## src/sv/bounded_stack_with_search_assert.svh

```systemverilog
// ----------------------------------------------------------------------------
// Assertion macros for the bounded stack with search
// Shared property forms, clocked on clk and disabled while arst_n is low.
// ----------------------------------------------------------------------------
`ifndef BOUNDED_STACK_WITH_SEARCH_ASSERT_SVH
`define BOUNDED_STACK_WITH_SEARCH_ASSERT_SVH

// same-cycle implication
`define BSWS_ASSERT_NOW(lbl, ante, cons, msg) \
	lbl: assert property (@(posedge clk) disable iff (!arst_n) (ante) |-> (cons)) \
		else $error(msg);

// next-cycle implication
`define BSWS_ASSERT_NEXT(lbl, ante, cons, msg) \
	lbl: assert property (@(posedge clk) disable iff (!arst_n) (ante) |=> (cons)) \
		else $error(msg);

`endif

```

## src/sv/bsws_pkg.sv

```systemverilog
// ----------------------------------------------------------------------------
// bsws_pkg
// Sizes, request, status and state codes used by the stack; its RAM gets its sizes as parameters.
// ----------------------------------------------------------------------------
`default_nettype none

package bsws_pkg;

	localparam int DEPTH  = 8;
	localparam int DATA_W = 32;
	localparam int ADDR_W = (DEPTH > 1) ? $clog2(DEPTH) : 1;
	localparam int CNT_W  = $clog2(DEPTH + 1);
	localparam int REQ_W  = 2;
	localparam int STAT_W = 2;
	localparam int IDX_W  = 3;
	localparam int FILL_W = 4;

	typedef enum logic [REQ_W-1:0] {
		REQ_PUSH   = 2'd0,
		REQ_POP    = 2'd1,
		REQ_SEARCH = 2'd2,
		REQ_NOP    = 2'd3
	} req_t;

	typedef enum logic [STAT_W-1:0] {
		ST_OK        = 2'd0,
		ST_OVERFLOW  = 2'd1,
		ST_UNDERFLOW = 2'd2,
		ST_NOT_FOUND = 2'd3
	} status_t;

	typedef enum logic [2:0] {
		S_IDLE = 3'b001,
		S_POP  = 3'b010,
		S_SRCH = 3'b100
	} state_t;

endpackage

`default_nettype wire

```

## src/sv/bsws_ram.sv

```systemverilog
// ----------------------------------------------------------------------------
// bsws_ram
// Generic single-write, single-read RAM with registered read data.
// ----------------------------------------------------------------------------
`default_nettype none

module bsws_ram #(
	parameter int WIDTH = 32,
	parameter int DEPTH = 8,
	localparam int AW = (DEPTH > 1) ? $clog2(DEPTH) : 1
) (
	input  wire logic             clk,
	input  wire logic             we,
	input  wire logic [AW-1:0]    waddr,
	input  wire logic [WIDTH-1:0] wdata,
	input  wire logic [AW-1:0]    raddr,
	output logic      [WIDTH-1:0] rdata
);

	logic [WIDTH-1:0] mem [DEPTH];

	always_ff @(posedge clk) begin
		if (we) begin
			mem[waddr] <= wdata;
		end
		rdata <= mem[raddr];
	end

endmodule

`default_nettype wire

```

## src/sv/bounded_stack_with_search.sv

```systemverilog
// ----------------------------------------------------------------------------
// bounded_stack_with_search
// Fixed-depth LIFO of 32-bit words held in a RAM, with push, pop and a
// top-down search for the topmost matching entry.
// ----------------------------------------------------------------------------
//  channel   handshake                payload
//  request   start, taken when !busy  req_type, value
//  result    done, one-cycle strobe   status, data_out, found_index,
//                                     fill_count, empty_flag, full_flag
//
//  Push, no-op and any refused request: busy stays low, result in the next cycle.
//  Pop: one RAM read, busy while in S_POP, result registered out of S_POP.
//  Search: one RAM read per entry from the top, busy while in S_SRCH.
//  Reset clears the fill count and control; RAM contents are not cleared.
//  The receiver cannot stall; done marks each result for exactly one cycle.
// ----------------------------------------------------------------------------
`default_nettype none

`include "bounded_stack_with_search_assert.svh"

module bounded_stack_with_search (
	input  wire logic                                clk,
	input  wire logic                                arst_n,
	input  wire logic                                start,
	output logic                                     busy,
	input  wire logic        [bsws_pkg::REQ_W-1:0]   req_type,
	input  wire logic signed [bsws_pkg::DATA_W-1:0]  value,
	output logic                                     done,
	output logic             [bsws_pkg::STAT_W-1:0]  status,
	output logic signed      [bsws_pkg::DATA_W-1:0]  data_out,
	output logic             [bsws_pkg::IDX_W-1:0]   found_index,
	output logic             [bsws_pkg::FILL_W-1:0]  fill_count,
	output logic                                     empty_flag,
	output logic                                     full_flag
);

	import bsws_pkg::*;

	state_t              state_q, state_d;
	logic [CNT_W-1:0]    cnt_q, cnt_d, cnt_m1;
	logic [ADDR_W-1:0]   idx_q, idx_d;
	logic [DATA_W-1:0]   key_q, key_d;

	logic                we;
	logic [ADDR_W-1:0]   raddr;
	logic [DATA_W-1:0]   rdata;

	logic                emit;
	status_t             res_status;
	logic [DATA_W-1:0]   res_data;
	logic [ADDR_W-1:0]   res_idx;
	logic                cnt_empty, cnt_full;
	logic                push_go;

	logic                done_q;
	status_t             status_q;
	logic [DATA_W-1:0]   data_q;
	logic [IDX_W-1:0]    fidx_q;
	logic [FILL_W-1:0]   fill_q;
	logic                empty_q, full_q;

	assign cnt_m1    = cnt_q - 1'b1;
	assign cnt_empty = (cnt_q == '0);
	assign cnt_full  = (cnt_q == CNT_W'(DEPTH));
	assign push_go   = start && !busy && (req_t'(req_type) == REQ_PUSH) && !cnt_full;

	bsws_ram #(
		.WIDTH (DATA_W),
		.DEPTH (DEPTH)
	) u_ram (
		.clk   (clk),
		.we    (we),
		.waddr (cnt_q[ADDR_W-1:0]),
		.wdata (value),
		.raddr (raddr),
		.rdata (rdata)
	);

	always_comb begin
		state_d    = state_q;
		cnt_d      = cnt_q;
		idx_d      = idx_q;
		key_d      = key_q;
		we         = 1'b0;
		raddr      = cnt_m1[ADDR_W-1:0];
		emit       = 1'b0;
		res_status = ST_OK;
		res_data   = '0;
		res_idx    = '0;
		unique case (state_q)
			S_IDLE: begin
				if (start) begin
					key_d = value;
					unique case (req_t'(req_type))
						REQ_PUSH: begin
							emit = 1'b1;
							if (cnt_full) begin
								res_status = ST_OVERFLOW;
							end else begin
								we    = 1'b1;
								cnt_d = cnt_q + 1'b1;
							end
						end
						REQ_POP: begin
							if (cnt_empty) begin
								emit       = 1'b1;
								res_status = ST_UNDERFLOW;
								res_data   = '1;
							end else begin
								// top entry read issued now, data lands in S_POP
								cnt_d   = cnt_m1;
								state_d = S_POP;
							end
						end
						REQ_SEARCH: begin
							if (cnt_empty) begin
								emit       = 1'b1;
								res_status = ST_NOT_FOUND;
							end else begin
								idx_d   = cnt_m1[ADDR_W-1:0];
								state_d = S_SRCH;
							end
						end
						REQ_NOP: begin
							emit = 1'b1;
						end
					endcase
				end
			end
			S_POP: begin
				emit     = 1'b1;
				res_data = rdata;
				state_d  = S_IDLE;
			end
			S_SRCH: begin
				// rdata holds entry idx_q; prefetch the one below
				raddr = idx_q - 1'b1;
				if (rdata == key_q) begin
					emit    = 1'b1;
					res_idx = idx_q;
					state_d = S_IDLE;
				end else if (idx_q == '0) begin
					emit       = 1'b1;
					res_status = ST_NOT_FOUND;
					state_d    = S_IDLE;
				end else begin
					idx_d = idx_q - 1'b1;
				end
			end
			default: begin
				state_d = S_IDLE;
			end
		endcase
	end

	always_ff @(posedge clk or negedge arst_n) begin
		if (!arst_n) begin
			state_q <= S_IDLE;
			cnt_q   <= '0;
			done_q  <= 1'b0;
		end else begin
			state_q <= state_d;
			cnt_q   <= cnt_d;
			done_q  <= emit;
		end
	end

	always_ff @(posedge clk) begin
		idx_q <= idx_d;
		key_q <= key_d;
		if (emit) begin
			status_q <= res_status;
			data_q   <= res_data;
			fidx_q   <= IDX_W'(res_idx);
			fill_q   <= FILL_W'(cnt_d);
			empty_q  <= (cnt_d == '0);
			full_q   <= (cnt_d == CNT_W'(DEPTH));
		end
	end

	assign busy        = (state_q != S_IDLE);
	assign done        = done_q;
	assign status      = status_q;
	assign data_out    = $signed(data_q);
	assign found_index = fidx_q;
	assign fill_count  = fill_q;
	assign empty_flag  = empty_q;
	assign full_flag   = full_q;

	`BSWS_ASSERT_NOW(a_cnt_range, 1'b1, cnt_q <= CNT_W'(DEPTH), "fill count beyond depth")
	`BSWS_ASSERT_NOW(a_srch_idx, state_q == S_SRCH, CNT_W'(idx_q) < cnt_q, "search index above top")
	`BSWS_ASSERT_NEXT(a_pop_one, state_q == S_POP, state_q == S_IDLE && done_q, "pop result missing")
	`BSWS_ASSERT_NEXT(a_push_cnt, push_go, cnt_q == $past(cnt_q) + 1'b1, "push did not grow stack")

endmodule

`default_nettype wire
```

## config.mk

```make
export PLATFORM = sky130hd
export DESIGN_NAME = bounded_stack_with_search
export DESIGN_NICKNAME = d
export VERILOG_FILES = /design/src/sv/bsws_pkg.sv /design/src/sv/bsws_ram.sv /design/src/sv/bounded_stack_with_search.sv
export VERILOG_INCLUDE_DIRS = /design/src /design/src/sv
export SDC_FILE = /design/constraint.sdc
export NUM_CORES = 1
export LEC_CHECK = 0
export ABC_AREA = 1
export ABC_CLOCK_PERIOD_IN_PS = 4500
export BUFFER_PORTS_ARGS = -buffer_cell sky130_fd_sc_hd__buf_2
export CAP_MARGIN = 10
export CORE_MARGIN = 10
export CORE_UTILIZATION = 30
export CTS_CLUSTER_SIZE = 25
export DETAILED_ROUTE_END_ITERATION = 16
export PLACE_DENSITY_LB_ADDON = 0.3
export SKIP_CTS_REPAIR_TIMING = 1
export SYNTH_ARGS = -nofsm -noshare
export SYNTH_HDL_FRONTEND = slang
export SYNTH_HIERARCHICAL = 1
export SYNTH_SLANG_ARGS = --single-unit
```

## constraint.sdc

```tcl
create_clock -name clk -period 4.5 [get_ports clk]
set_input_delay 0.675 -clock clk [delete_from_list [all_inputs] [get_ports clk]]
set_output_delay 0.675 -clock clk [all_outputs]
set_load 0.02 [all_outputs]
```

=== Word-level counts from Yosys, hierarchy flattened ===
Memories as Yosys holds them, arrays and structs flattened. A register that Yosys moved wholly into a read port is not among the register bits.
Index checks and enable logic that the tools add are counted.

* Logic and storage cells: 88
* Input port bits: 37
* Output and inout port bits: 45
* Memories: 1
* Memory bits (writable): 256
* Bits in registers: 86

{| class="wikitable"
|+ Memory list
! memory !! depth !! bits a word !! rd ports !! clocked after Yosys merged registers in !! wr ports !! RTL line !! source
|-
| u_ram.mem || 8 || 32 || 1 || 1 || 1 || bsws_ram.sv:20 || <nowiki>logic [WIDTH-1:0] mem [DEPTH];</nowiki>
|}

* Eq/ne operators: 19
* Multiplexer cells: 43
* $add $sub $neg: 3
* Reductions and logical operators: 11

{| class="wikitable"
|+ Operators with widths
! cell !! number
|-
| 32-bit 2-to-1 mux || 3
|-
| 32-bit case mux with 2 select lines || 1
|-
| 3-bit 2-to-1 mux || 11
|-
| 32-bit equality test || 1
|-
| 3-bit case mux with 2 select lines || 3
|-
| 4-bit 2-to-1 mux || 4
|-
| 1-bit 2-to-1 mux || 11
|-
| 2-bit 2-to-1 mux || 5
|-
| 3-bit inequality test, second input constant || 3
|-
| 4-bit equality test, second input constant || 2
|-
| 4-bit logical NOT || 2
|-
| 2-bit inequality test, second input constant || 4
|-
| 4-bit case mux with 2 select lines || 1
|-
| 3-bit by 1-bit inequality test with 1-bit output, second input constant || 2
|-
| 2-bit case mux with 3 select lines || 1
|-
| 6-bit AND reduction || 1
|-
| 5-bit AND reduction || 1
|-
| 4-bit by 1-bit adder with 4-bit output, second input constant || 1
|-
| 2-bit equality test, second input constant || 2
|-
| 2-bit case mux with 2 select lines || 1
|-
| 2-bit AND reduction || 2
|-
| 2-bit OR reduction || 2
|-
| 4-bit by 1-bit subtractor with 4-bit output, second input constant || 1
|-
| 3-bit by 1-bit equality test with 1-bit output, second input constant || 1
|-
| 10 further kinds || 10
|}

=== Logic depth before layout (Yosys ltp) ===
Gate-level depths: netlist (run 1).

* Word-level depth: 7
* Gate-level depth with buffers: 12
* Gate-level depth less buffers: 11

=== Hierarchy ===
Netlist (run 1), hierarchy kept.

{| class="wikitable"
|+ Modules (own cells, without submodules)
! module !! instances !! sequential area each (µm²) !! area an instance (µm²) !! cells an instance
|-
| bsws_ram || 1 || 8328.0 || 11872.6 || 1156
|-
| bounded_stack_with_search || 1 || 2543.7 || 3927.5 || 356
|}

=== Worst setup path before layout (run 1) ===
No wires, ideal clock.

* Path type: input-to-reg
* From: input req_type[0] (netlist bit)
* To: memory u_ram.mem[1][0] (enable)
* Library setup time: 0.421 ns
* Data required time: 4.079 ns
* Cell stages on the path: 6
* Buffers on the path: 0
* Setup slack: 1.413 ns
* Arrival time: 2.665 ns
* Path through: inv_1 -> ha_1 -> nand2_1 -> nor2_1 -> nand2_1 -> nor2_1

* Longest elaborated chain between the ends: 6

{| class="wikitable"
|+ RTL lines
! item !! RTL line !! source
|-
| start, declared || bounded_stack_with_search.sv:26 || <nowiki>input wire logic [bsws_pkg::REQ_W-1:0] req_type,</nowiki>
|-
| 2-bit logical NOT || bounded_stack_with_search.sv:94 || <nowiki>unique case (req_t'(req_type))</nowiki>
|-
| 1-bit 2-to-1 mux || bounded_stack_with_search.sv:94 ||
|-
| 1-bit 2-to-1 mux || bounded_stack_with_search.sv:92 || <nowiki>if (start) begin</nowiki>
|-
| 1-bit 2-to-1 mux || bounded_stack_with_search.sv:90 || <nowiki>unique case (state_q)</nowiki>
|-
| named net we || bounded_stack_with_search.sv:44 || <nowiki>logic we;</nowiki>
|-
| 1-bit 2-to-1 mux || bsws_ram.sv:23 || <nowiki>if (we) begin</nowiki>
|-
| 1-bit 2-to-1 mux (implied by the code) || bsws_ram.sv:24 || <nowiki>mem[waddr] <= wdata;</nowiki>
|-
| end, declared || bsws_ram.sv:20 ||
|}

The timed path passes the listed nets, and every way through them passes these cells.

=== Worst setup path after layout (run 1) ===
* From: register cnt_q[0]
* To: memory u_ram.mem[0][19] (enable)

* Longest elaborated chain between the ends: 7

{| class="wikitable"
|+ RTL lines
! item !! RTL line !! source
|-
| start, declared || bounded_stack_with_search.sv:40 || <nowiki>logic [CNT_W-1:0] cnt_q, cnt_d, cnt_m1;</nowiki>
|-
| start signal, assigned || bounded_stack_with_search.sv:163 || <nowiki>cnt_q <= cnt_d;</nowiki>
|-
| 4-bit equality test || bounded_stack_with_search.sv:64 || <nowiki>assign cnt_full = (cnt_q == CNT_W'(DEPTH));</nowiki>
|-
| 1-bit 2-to-1 mux || bounded_stack_with_search.sv:97 || <nowiki>if (cnt_full) begin</nowiki>
|-
| 1-bit 2-to-1 mux || bounded_stack_with_search.sv:94 ||
|-
| 1-bit 2-to-1 mux || bounded_stack_with_search.sv:92 ||
|-
| 1-bit 2-to-1 mux || bounded_stack_with_search.sv:90 ||
|-
| named net we || bounded_stack_with_search.sv:44 ||
|-
| 1-bit 2-to-1 mux || bsws_ram.sv:23 ||
|-
| 1-bit 2-to-1 mux (implied by the code) || bsws_ram.sv:24 ||
|}

The timed path passes the listed nets, and every way through them passes these cells.

==> metrics.md, run 1 <==
| Metric | Value |
|---|---|
| Largest net degree at the start of global routing | 129 |
| TritonCTS buffer count | 41 |
| R2r setup slk | 1.47 ns |
| Antenna Nets Post-Route | 0 |
| Clock transition at path regs | 0.06 ns |
| Core area | 52,340 um^2 |
| I/O Pins | 82 |
| Gpl congestion | 0.7762 |
| Min-Delay Startpoint | value[23] |
| CTS root buf | clkbuf_16 |
| Post-synthesis cell count | 1,512 |
| Hold/Removal Path Class | primary input to flop |
| Critical path required time | 4.67 ns |
| R2R cell count | 7 |
| Max Clock Freq | 0.3302 GHz |
| Die height | 249.5 um |
| Worst-path fanout max | 32 |
| Startpoint class of the critical path | flop |
| Final setup margin | 1.471 ns |
| Hold Crit Endpoint | u_ram/mem[1][23] |
| Mux cell area share after synthesis | 0.0006335 |
| Initial antenna violation count | 1 |
| Static Leak | 0.008079 uW |
| Most frequent cells after synthesis | 498 x nand2_1, 334 x edfxtp_1, 326 x inv_1 |
| Ys Warns | 6 |
| Wire per inst | 15.93 um |
| Sum Neg Setup Slack | 0 ns |
| Fin Hold WS | 0.4125 ns |
| Xor and xnor area share after synthesis | 0.01441 |
| Die extent in x | 249.5 um |
| Initial DRC Count | 712 |
| Synth Register Bits | 374 |
| Area fraction in and, or, nand and nor cells after synthesis | 0.1756 |
| FFs w/ async S/R, synth | 0.02139 |
| Vias after detailed routing | 9,857 |
| Later-pin clock latency in the skew report | 0.57 ns |
| Post-synthesis adder-cell area fraction | 0.006335 |
| CP endpoint kind | flop |
| Drc violations | 0 |
| Vias in the first global route | 9,883 |
| Area Overhead vs Synth | 16.23% |
| Final Hold Fails | 0 |
| Headroom to the max-slew limit | 0.2218 |
| Seq/Total Area, Yosys | 0.6881 |
| CTS Buffer Depth | 3 |
| RSZ-0062 raised after global routing | false |
| Via-to-Cell Ratio | 4.243 |
| NumNets Final | 1,647 |
| MaxCap Viol Count | 0 |
| Syn Nets | 1,557 |
| Number of core rows | 84 |
| Yosys cell types | 34 |
| Tcrit/Tclk final | 0.6730 |
| Area contributors post-synth | edfxtp_1 63%, nand2_1 12%, inv_1 7.7% |
| Die area | 62,250 um^2 |
| Worst-margin pin slew | 1.165 ns |
| DRT Pass-1 Iters | 7 |
| Status | complete, no violations |
| EDFF count, synth | 334 |
| Worst R2R End | u_ram/mem[0][19] |
| Total congestion overflow | 0 |
| Hold Path Depth | 1 |
| Worst vdd ir | 0.4441 mV |
| Wirelength, routed | 37,010 um |
| Compound-Gate Fraction of Synth Area | 0.01592 |
| H-tree Lvls | 2 |
| Leading area contributor after synthesis | edfxtp_1 |
| Clk sinks | 374 |
| Largest family of logic cells by synthesized area | simple AND/OR/NAND/NOR gates |
| Power Density | 656.5 nW/um^2 |
| Prevailing post-synth register cell | edfxtp_1 |
| # port buffers | 81 |
| Final critical-path required period | 3.029 ns |
| DP Worst Slack | 1.387 ns |
| Initial Utilization | 0.3019 |
| Post-Syn Area per Cell | 10.45 um^2 |
| Yosys top cell area share | 0.6348 |
| DPL Wire Length | 22,770 um |
| Layout cell share with drive strength beyond 1 | 0.1125 |
| CTS tree | built |
| Endpoints failing setup | 0 |
| First-pass GRT wire length | 57,330 um |
| Max-slew violation count | 0 |
| Most common cell in the netlist | nand2_1 |
| Antenna diodes | 0 |
| R2r startpoint | cnt_q[0] |
| Total GRT Usage | 0.1170 |
| Kind of critical path | flop to flop |
| Power Total | 12,060 uW |
| Core Util, Final | 0.3509 |
| Layout Skew | 0.02588 ns |
| WP data arrival | 3.19 ns |
| Mapped Area | 15,800 um^2 |
[final cells by class]
cell class	count	area (um^2)
multi-input combinational	755	3460
inverter	329	1236
clock inverter	18	182.7
sequential	374	10870
clock buffer	58	1170
timing repair buffer	101	583.1
tap	688	860.8
fill	5237	33980
[flip-flops by register name, indices dropped and copies added (netlist names), 2 cells and up]
register,count
found_index,3
key_q,32
u_ram/rdata,32
cnt_q,4
status,2
data_out,32
fill_count,4
idx_q,3
u_ram/mem,256
state_q,3
[per-layer routing]
layer  vias to the layer above  part of all wire  global-route usage
met4                         2             0.023             0.03688
met1                      4660              0.46              0.1505
met3                        62             0.042             0.02103
met2                       212              0.47              0.1961
li1                       4921                 -                   -
met5                         -           0.00032                   0
[per-stage QoR]
step                instance area, um^2  std cells
detailed placement                17000       2246
floorplan                         15800       1512
finish                            18360       2323
CTS                               18350       2322
global placement                  17000       2246
global route                      18360       2323
[power breakdown]
group          switching (uW)  internal [uW]  leakage [uW]  total [uW]
Clock                    1360           1990      0.000655        3350
Combinational            2920           1220       0.00401        4140
Sequential                233           4330       0.00341        4560
Total                    4520           7540       0.00808       12100
[worst max-delay path by stage]
stage                        to  cells past startpoint  slack, ns        start
2_1_floorplan   u_ram/mem[1][0]                      6       1.41  req_type[0]
3_3_place_gp   u_ram/mem[0][19]                      7       1.41  req_type[0]
3_5_place_dp   u_ram/mem[0][19]                      7       1.39  req_type[0]
4_1_cts        u_ram/mem[0][26]                      7       1.45     cnt_q[0]
5_1_grt        u_ram/mem[0][26]                      7       1.25     cnt_q[0]
6_report       u_ram/mem[0][19]                      7       1.47     cnt_q[0]
[worst max-delay path, cell delays in order (launching register included)]
cell and delay, ns:
dfrtp_1 0.55, inv_1 0.12, ha_1 0.28, nand3_1 0.14, nand2_1 0.09, nor2_1 0.16
nand2_1 0.27, nor2_4 0.98
[layout by cell type, fill, tap and decap left out, types with 2 or more instances in the layout]
master	synthesis	final
nand2_4	2	2
o31ai_1	2	2
clkbuf_1	13	9
xnor2_1	24	24
o21ai_0	39	37
buf_2	20	81
nor2_4	2	10
nor2_1	26	18
o21ai_4	0	2
inv_1	326	326
clkbuf_8	0	8
o211ai_1	2	2
clkinvlp_4	0	2
buf_12	0	2
ha_1	8	8
dfxtp_1	32	32
inv_6	0	2
edfxtp_1	334	334
clkinv_1	0	8
nand2_1	498	498
nand4_1	2	2
nand3_1	137	137
clkinv_2	0	3
xor2_1	2	2
inv_2	3	2
buf_4	5	17
clkbuf_16	0	41
dfrtp_1	7	7
bufinv_16	0	3
[cell families (layout without fill, tap and decap cells)]
logic type,Yosys count,count (layout)
muxes,1,1
adders and majority gates,8,8
and+or+nand+nor,673,673
AOI/OAI and AO/OA,47,47
buffers and inverters,383,506
DFF,374,374
xor gates and xnor gates,26,26
No activity file was read; power rests on OpenSTA's default activity.
==> run 2: changes to the inputs <==
--- a/config.mk
+++ b/config.mk
@@ -7,7 +7,7 @@
 export NUM_CORES = 1
 export LEC_CHECK = 0
 export ABC_AREA = 1
-export ABC_CLOCK_PERIOD_IN_PS = 4500
+export ABC_CLOCK_PERIOD_IN_PS = 2750
 export BUFFER_PORTS_ARGS = -buffer_cell sky130_fd_sc_hd__buf_2
 export CAP_MARGIN = 10
 export CORE_MARGIN = 10
==> constraint.sdc (replaced) <==
create_clock -name clk -period 2.75 [get_ports clk]
set_input_delay 0.4125 -clock clk [delete_from_list [all_inputs] [get_ports clk]]
set_output_delay 0.4125 -clock clk [all_outputs]
set_load 0.02 [all_outputs]
==> run 2 against run 1 <==
Sequential cell count stayed put. Maximum frequency is 29% higher. Critical path depth is 1 higher. Global-route usage hardly changed. Largest cell class unchanged. Highest routed layer unchanged.
==> metrics.md, run 2 (synthesis gave the netlist of run 1 again) <==
| Metric | Value |
|---|---|
| Max Clock Freq | 0.4254 GHz (was 0.3302 GHz) |
| RSZ-0062 raised after global routing | false (unchanged) |
| Hold Crit Endpoint | key_q[5] (was u_ram/mem[1][23]) |
| Wirelength, routed | 36,780 um (was 37,010 um) |
| Layout Skew | 0.02298 ns (was 0.02588 ns) |
| Kind of critical path | flop to flop (unchanged) |
| Hold/Removal Path Class | primary input to flop (unchanged) |
| Largest net degree at the start of global routing | 69 (was 129) |
| Vias in the first global route | 9,821 (was 9,883) |
| CP Cell Sequence | inv_1 -> ha_2 -> nand3_1 -> nand2_1 -> nor2_1 -> nand2_1 -> nor2_4 -> buf_12 (was inv_1 -> ha_1 -> nand3_1 -> nand2_1 -> nor2_1 -> nand2_1 -> nor2_4) |
| Gpl congestion | 0.7496 (was 0.7762) |
| Startpoint class of the critical path | flop (unchanged) |
| Psw | 7362 uW (was 4517 uW) |
| R2r setup slk | 0.40 ns (was 1.47 ns) |
| R2r startpoint | cnt_q[1] (was cnt_q[0]) |
| Tcrit/Tclk final | 0.8549 (was 0.6730) |
| Die area | 62,250 um^2 (unchanged) |
| DPL Wire Length | 22,330 um (was 22,770 um) |
| Final Hold Fails | 0 (unchanged) |
| CTS Buffer Depth | 3 (unchanged) |
| Cell repeated most along the worst path | nand2_1 (unchanged) |
| Net Sw Frac | 0.3722 (was 0.3747) |
| CP endpoint kind | flop (unchanged) |
| I/O Pins | 82 (unchanged) |
| First-pass GRT wire length | 57,420 um (was 57,330 um) |
| Area Overhead vs Synth | 17.45% (was 16.23%) |
| Most common cell after layout, fill and taps aside | nand2_1 (unchanged) |
| Status | complete, no violations (unchanged) |
| Via-to-Cell Ratio | 4.260 (was 4.243) |
| Antenna diodes | 0 (unchanged) |
| Clock transition at path regs | 0.06 ns (about the same) |
| Worst R2R End | u_ram/mem[5][19] (was u_ram/mem[0][19]) |
| Power Density | 1066 nW/um^2 (was 656.5 nW/um^2) |
| Delay-heaviest family, CP | simple AND/OR/NAND/NOR gates (unchanged) |
| Footprint of the multi-input gates | 3462 um^2 (was 3460 um^2) |
| Initial DRC Count | 722 (was 712) |
| WP data arrival | 2.58 ns (was 3.19 ns) |
| Sum Neg Setup Slack | 0 ns (unchanged) |
| NumNets Final | 1,658 (was 1,647) |
| Max-slew violation count | 0 (unchanged) |
| Final setup margin | 0.3990 ns (was 1.471 ns) |
| Layout cell share with drive strength beyond 1 | 0.1191 (was 0.1125) |
| Static Leak | 0.008166 uW (was 0.008079 uW) |
| Critical path required time | 2.98 ns (was 4.67 ns) |
| Endpoints failing setup | 0 (unchanged) |
| Headroom to the max-slew limit | 0.5902 (was 0.2218) |
| Later-pin clock latency in the skew report | 0.56 ns (was 0.57 ns) |
| Buf/Inv on CP | 2 (was 1) |
| TritonCTS buffer count | 41 (unchanged) |
| Core area | 52,340 um^2 (unchanged) |
| Hold Path Depth | 1 (unchanged) |
| DP Worst Slack | 0.3400 ns (was 1.387 ns) |
| H-tree Lvls | 2 (unchanged) |
| Worst-margin pin slew | 0.6095 ns (was 1.165 ns) |
| Drc violations | 0 (unchanged) |
| Fin Hold WS | 0.1418 ns (was 0.4125 ns) |
| Worst vdd ir | 0.7176 mV (was 0.4441 mV) |
| Final critical-path required period | 2.351 ns (was 3.029 ns) |
| Number of core rows | 84 (unchanged) |
| DRT Pass-1 Iters | 7 (unchanged) |
| Slowest-stage cell, CP | dfrtp_1 (was nor2_4) |
| Vias after detailed routing | 9,942 (was 9,857) |
| Antenna Nets Post-Route | 0 (unchanged) |
| Max stage delay on crit path | 0.48 ns (was 0.98 ns) |
| Worst-path fanout max | 32 (unchanged) |
| Wire per inst | 15.76 um (was 15.93 um) |
| Max reg flops | 256 (unchanged) |
| Worst path depth | 8 (was 7) |
| MaxCap Viol Count | 0 (unchanged) |
| Register area | 10,870 um^2 (about the same) |
| Total GRT Usage | 0.1170 (about the same) |
| CTS tree | built (unchanged) |
| Reg power frac | 0.378 (about the same) |
| CTS root buf | clkbuf_16 (unchanged) |
| Initial antenna violation count | 1 (unchanged) |
| Initial Utilization | 0.3019 (unchanged) |
| R2R cell count | 8 (was 7) |
| Die height | 249.5 um (unchanged) |
| P_int | 12,410 uW (was 7539 uW) |
| Layout fillers | 5,212 (was 5,237) |
| Clk sinks | 374 (unchanged) |
| Clock network fraction of total power | 0.268 (was 0.278) |
| Total congestion overflow | 0 (unchanged) |
| Power share of the combinational group | 0.353 (was 0.343) |
| # port buffers | 81 (unchanged) |
| Min-Delay Startpoint | value[5] (was value[23]) |
| Commonest non-fill, non-tap cells in the layout | 498 x nand2_1, 334 x edfxtp_1, 326 x inv_1 (unchanged) |
| Die extent in x | 249.5 um (unchanged) |
| Largest register by flop count | u_ram/mem (unchanged) |
## run 2: cell types whose count changed in the layout (fill, tap and decap cells not counted), sizes merged
cell      change
buf          +11
bufinv        -1
clkbuf        -5
clkinv       +10
clkinvlp      -2
inv           -2
## run 2: power groups by stage
stage	Combinational [uW]	Sequential (uW)	Clock (uW)
after global placement	7050	7610	0
after detailed placement	7100	7610	0
after global routing	7920	7560	5680
final	6990	7480	5310
after CTS	7130	7500	5450
after floorplan	4600	7720	0
## run 2: layout make-up
cell class              instances  area share
well taps                     688     0.04639
clock buffers                  53     0.06102
flip-flops and latches        374      0.5859
inverters                     329     0.06661
repair buffers                112     0.04396
multi-input cells             755      0.1866
clock inverters                23    0.009574
## run 2: worst max path at each step
stage | start | end | slack [ns]
detailed placement | u_ram/rdata[16] | data_out[7] | 0.34
floorplan | state_q[0] | u_ram/mem[1][0] | -0.22
global route | key_q[0] | data_out[16] | 0.25
CTS | u_ram/rdata[16] | fill_count[2] | 0.34
finish | cnt_q[1] | u_ram/mem[5][19] | 0.40
global placement | u_ram/rdata[16] | data_out[8] | 0.35
## run 2: per-stage QoR
step,util,cells,area [um^2],power [uW]
global route,0.3546,2334,18560,21170
CTS,0.3544,2333,18550,20080
finish,0.3546,2334,18560,19780
floorplan,-,1512,15810,12310
detailed placement,0.3293,2257,17240,14710
global placement,0.3293,2257,17240,14650
## run 2: worst reg2reg max path, delay by kind of cell (launching register included)
family / cells / cell delay, ns
adder cells (fa/ha/maj): 1 / 0.23
buffers and inverters: 2 / 0.39
flip-flops: 1 / 0.48
AND/OR/NAND/NOR: 5 / 0.89
## run 2: routing by layer
metal | vias to the layer above | GRT usage | wire length [um]
met3 | 60 | 0.02259 | 1677
li1 | 4946 | - | -
met1 | 4737 | 0.1526 | 16990
met2 | 197 | 0.1909 | 17220
met4 | 2 | 0.04017 | 872
met5 | - | 0 | 13
==> run 3: changes to the inputs <==
--- a/config.mk
+++ b/config.mk
@@ -14,7 +14,6 @@
 export CORE_UTILIZATION = 30
 export CTS_CLUSTER_SIZE = 25
 export DETAILED_ROUTE_END_ITERATION = 16
-export PLACE_DENSITY_LB_ADDON = 0.3
 export SKIP_CTS_REPAIR_TIMING = 1
 export SYNTH_ARGS = -nofsm -noshare
 export SYNTH_HDL_FRONTEND = slang
==> run 3 against run 2 <==
Final area is 0.34% lower. Maximum frequency is 2.6% higher. Via count is 0.41% lower. First-iteration DRC count is 7.8% higher.
==> metrics.md, run 3 (synthesis gave the netlist of run 1 again) <==
| Metric | Value |
|---|---|
| Worst-margin pin slew | 0.5550 ns (was 0.6095 ns) |
| WP data arrival | 2.47 ns (was 2.58 ns) |
| Worst-path fanout max | 20 (was 32) |
| Antenna Nets Post-Route | 0 (unchanged) |
| Die area | 62,250 um^2 (unchanged) |
| Critical path required time | 2.93 ns (was 2.98 ns) |
| TritonCTS buffer count | 39 (was 41) |
| Core Util, Final | 0.3534 (was 0.3546) |
| Headroom to the max-slew limit | 0.6300 (was 0.5902) |
| Initial antenna violation count | 8 (was 1) |
| Max reg flops | 256 (unchanged) |
| Layout fillers | 5,147 (was 5,212) |
| MaxCap Viol Count | 0 (unchanged) |
| Die extent in x | 249.5 um (unchanged) |
| Max stage delay on crit path | 0.38 ns (was 0.48 ns) |
| R2r startpoint | key_q[0] (was cnt_q[1]) |
| Final critical-path required period | 2.291 ns (was 2.351 ns) |
| Initial Utilization | 0.3019 (unchanged) |
| Worst R2R End | data_out[5] (was u_ram/mem[5][19]) |
| Total GRT Usage | 0.1131 (was 0.1170) |
| CP startpoint | key_q[0] (was cnt_q[1]) |
| Final Hold Fails | 0 (unchanged) |
| # port buffers | 81 (unchanged) |
| Wire per inst | 15.47 um (was 15.76 um) |
| Max Clock Freq | 0.4365 GHz (was 0.4254 GHz) |
| Worst vdd ir | 0.8108 mV (was 0.7176 mV) |
| Via-to-Cell Ratio | 4.249 (was 4.260) |
| Startpoint class of the critical path | flop (unchanged) |
| Wirelength, routed | 36,040 um (was 36,780 um) |
| Layout Skew | 0.01354 ns (was 0.02298 ns) |
| Gpl congestion | 0.7746 (was 0.7496) |
| Hold/Removal Path Class | primary input to flop (unchanged) |
| Kind of critical path | flop to flop (unchanged) |
| Max-slew violation count | 0 (unchanged) |
| CTS Buffer Depth | 3 (unchanged) |
| Fin Hold WS | 0.1880 ns (was 0.1418 ns) |
| Cell repeated most along the worst path | nand2_1 (unchanged) |
| Status | complete, no violations (unchanged) |
| Drc violations | 0 (unchanged) |
| DPL Wire Length | 22,300 um (was 22,330 um) |
| Number of core rows | 84 (unchanged) |
| Worst path depth | 10 (was 8) |
| Total congestion overflow | 0 (unchanged) |
| Slowest-stage cell, CP | edfxtp_1 (was dfrtp_1) |
| Clk sinks | 374 (unchanged) |
| Largest net degree at the start of global routing | 74 (was 69) |
| H-tree Lvls | 2 (unchanged) |
| NumNets Final | 1,656 (was 1,658) |
| Largest register by flop count | u_ram/mem (unchanged) |
| Most common cell after layout, fill and taps aside | nand2_1 (unchanged) |
| Sum Neg Setup Slack | 0 ns (unchanged) |
| Clock transition at path regs | 0.06 ns (about the same) |
| CTS root buf | clkbuf_16 (unchanged) |
| CP Cell Sequence | inv_1 -> nand2_1 -> nand2_1 -> nand2_1 -> nor2_1 -> nand2_1 -> nor2_1 -> nand3_1 -> nand4_1 -> buf_4 (was inv_1 -> ha_2 -> nand3_1 -> nand2_1 -> nor2_1 -> nand2_1 -> nor2_4 -> buf_12) |
| RSZ-0062 raised after global routing | false (unchanged) |
| CP endpoint kind | flop (unchanged) |
| Die height | 249.5 um (unchanged) |
| I/O Pins | 82 (unchanged) |
| R2R cell count | 10 (was 8) |
| Layout cell share with drive strength beyond 1 | 0.1183 (was 0.1191) |
| Area Overhead vs Synth | 17.06% (was 17.45%) |
| Static Leak | 0.008126 uW (was 0.008166 uW) |
| Buf/Inv on CP | 2 (unchanged) |
| Vias in the first global route | 9,700 (was 9,821) |
| Vias after detailed routing | 9,901 (was 9,942) |
| Power Density | 1056 nW/um^2 (was 1066 nW/um^2) |
| R2r setup slk | 0.46 ns (was 0.40 ns) |
| Delay-heaviest family, CP | simple AND/OR/NAND/NOR gates (unchanged) |
| CP endpoint | data_out[5] (was u_ram/mem[5][19]) |
| Core area | 52,340 um^2 (unchanged) |
| CTS tree | built (unchanged) |
| Commonest non-fill, non-tap cells in the layout | 498 x nand2_1, 334 x edfxtp_1, 326 x inv_1 (unchanged) |
| DRT Pass-1 Iters | 5 (was 7) |
| First-pass GRT wire length | 56,280 um (was 57,420 um) |
| Later-pin clock latency in the skew report | 0.52 ns (was 0.56 ns) |
| Tcrit/Tclk final | 0.8331 (was 0.8549) |
| Endpoints failing setup | 0 (unchanged) |
| Hold Path Depth | 1 (unchanged) |
| Initial DRC Count | 778 (was 722) |
[run 3: per-layer routing]
metal | wire (um) | GRT usage
met5 | 80 | 0
met4 | 733 | 0.03394
met3 | 1771 | 0.02259
met2 | 17500 | 0.1906
met1 | 15950 | 0.1437
[run 3: worst min-delay path by stage]
stage               slack [ns]                to  startpoint
finish                    0.19  u_ram/mem[6][22]   value[22]
global route              0.19   u_ram/mem[4][0]    value[0]
CTS                      -0.28          cnt_q[3]      arst_n
detailed placement        0.28              done      arst_n
global placement          0.27              done      arst_n
floorplan                 0.12          cnt_q[0]      arst_n
[run 3: stage by stage]
step                power, uW  instance area, um^2  instances  setup WS (ns)
global route            20920                18490       2329         0.2435
floorplan               12310                15810       1512        -0.2161
CTS                     19810                18480       2327         0.4375
finish                  19540                18500       2330         0.4589
global placement        14380                17200       2257         0.5246
detailed placement      14500                17200       2257         0.4664
[run 3: worst reg2reg max path: stages (launching register included)]
cell      delay (ns)
edfxtp_1        0.38
inv_1           0.06
nand2_1         0.04
nand2_1         0.06
nand2_1         0.09
nor2_1          0.20
nand2_1         0.12
nor2_1          0.29
nand3_1         0.19
nand4_1         0.14
buf_4           0.36
[run 3: layout make-up]
cell class / instances / area, um^2 / area share
tap: 688 / 860.8 / 0.04654
clock inverter: 19 / 219.0 / 0.01184
inverter: 329 / 1236 / 0.06684
sequential: 374 / 10870 / 0.5879
timing repair buffer: 112 / 778.2 / 0.04208
multi-input combinational: 755 / 3462 / 0.1872
antenna: 2 / 5.005 / 0.0002706
clock buffer: 51 / 1061 / 0.05737
[run 3: power breakdown]
part | switching (uW) | internal, uW | total, uW
Sequential | 364 | 7080 | 7450
Clock | 2080 | 3180 | 5260
Combinational | 4690 | 2140 | 6830
Total | 7130 | 12400 | 19500
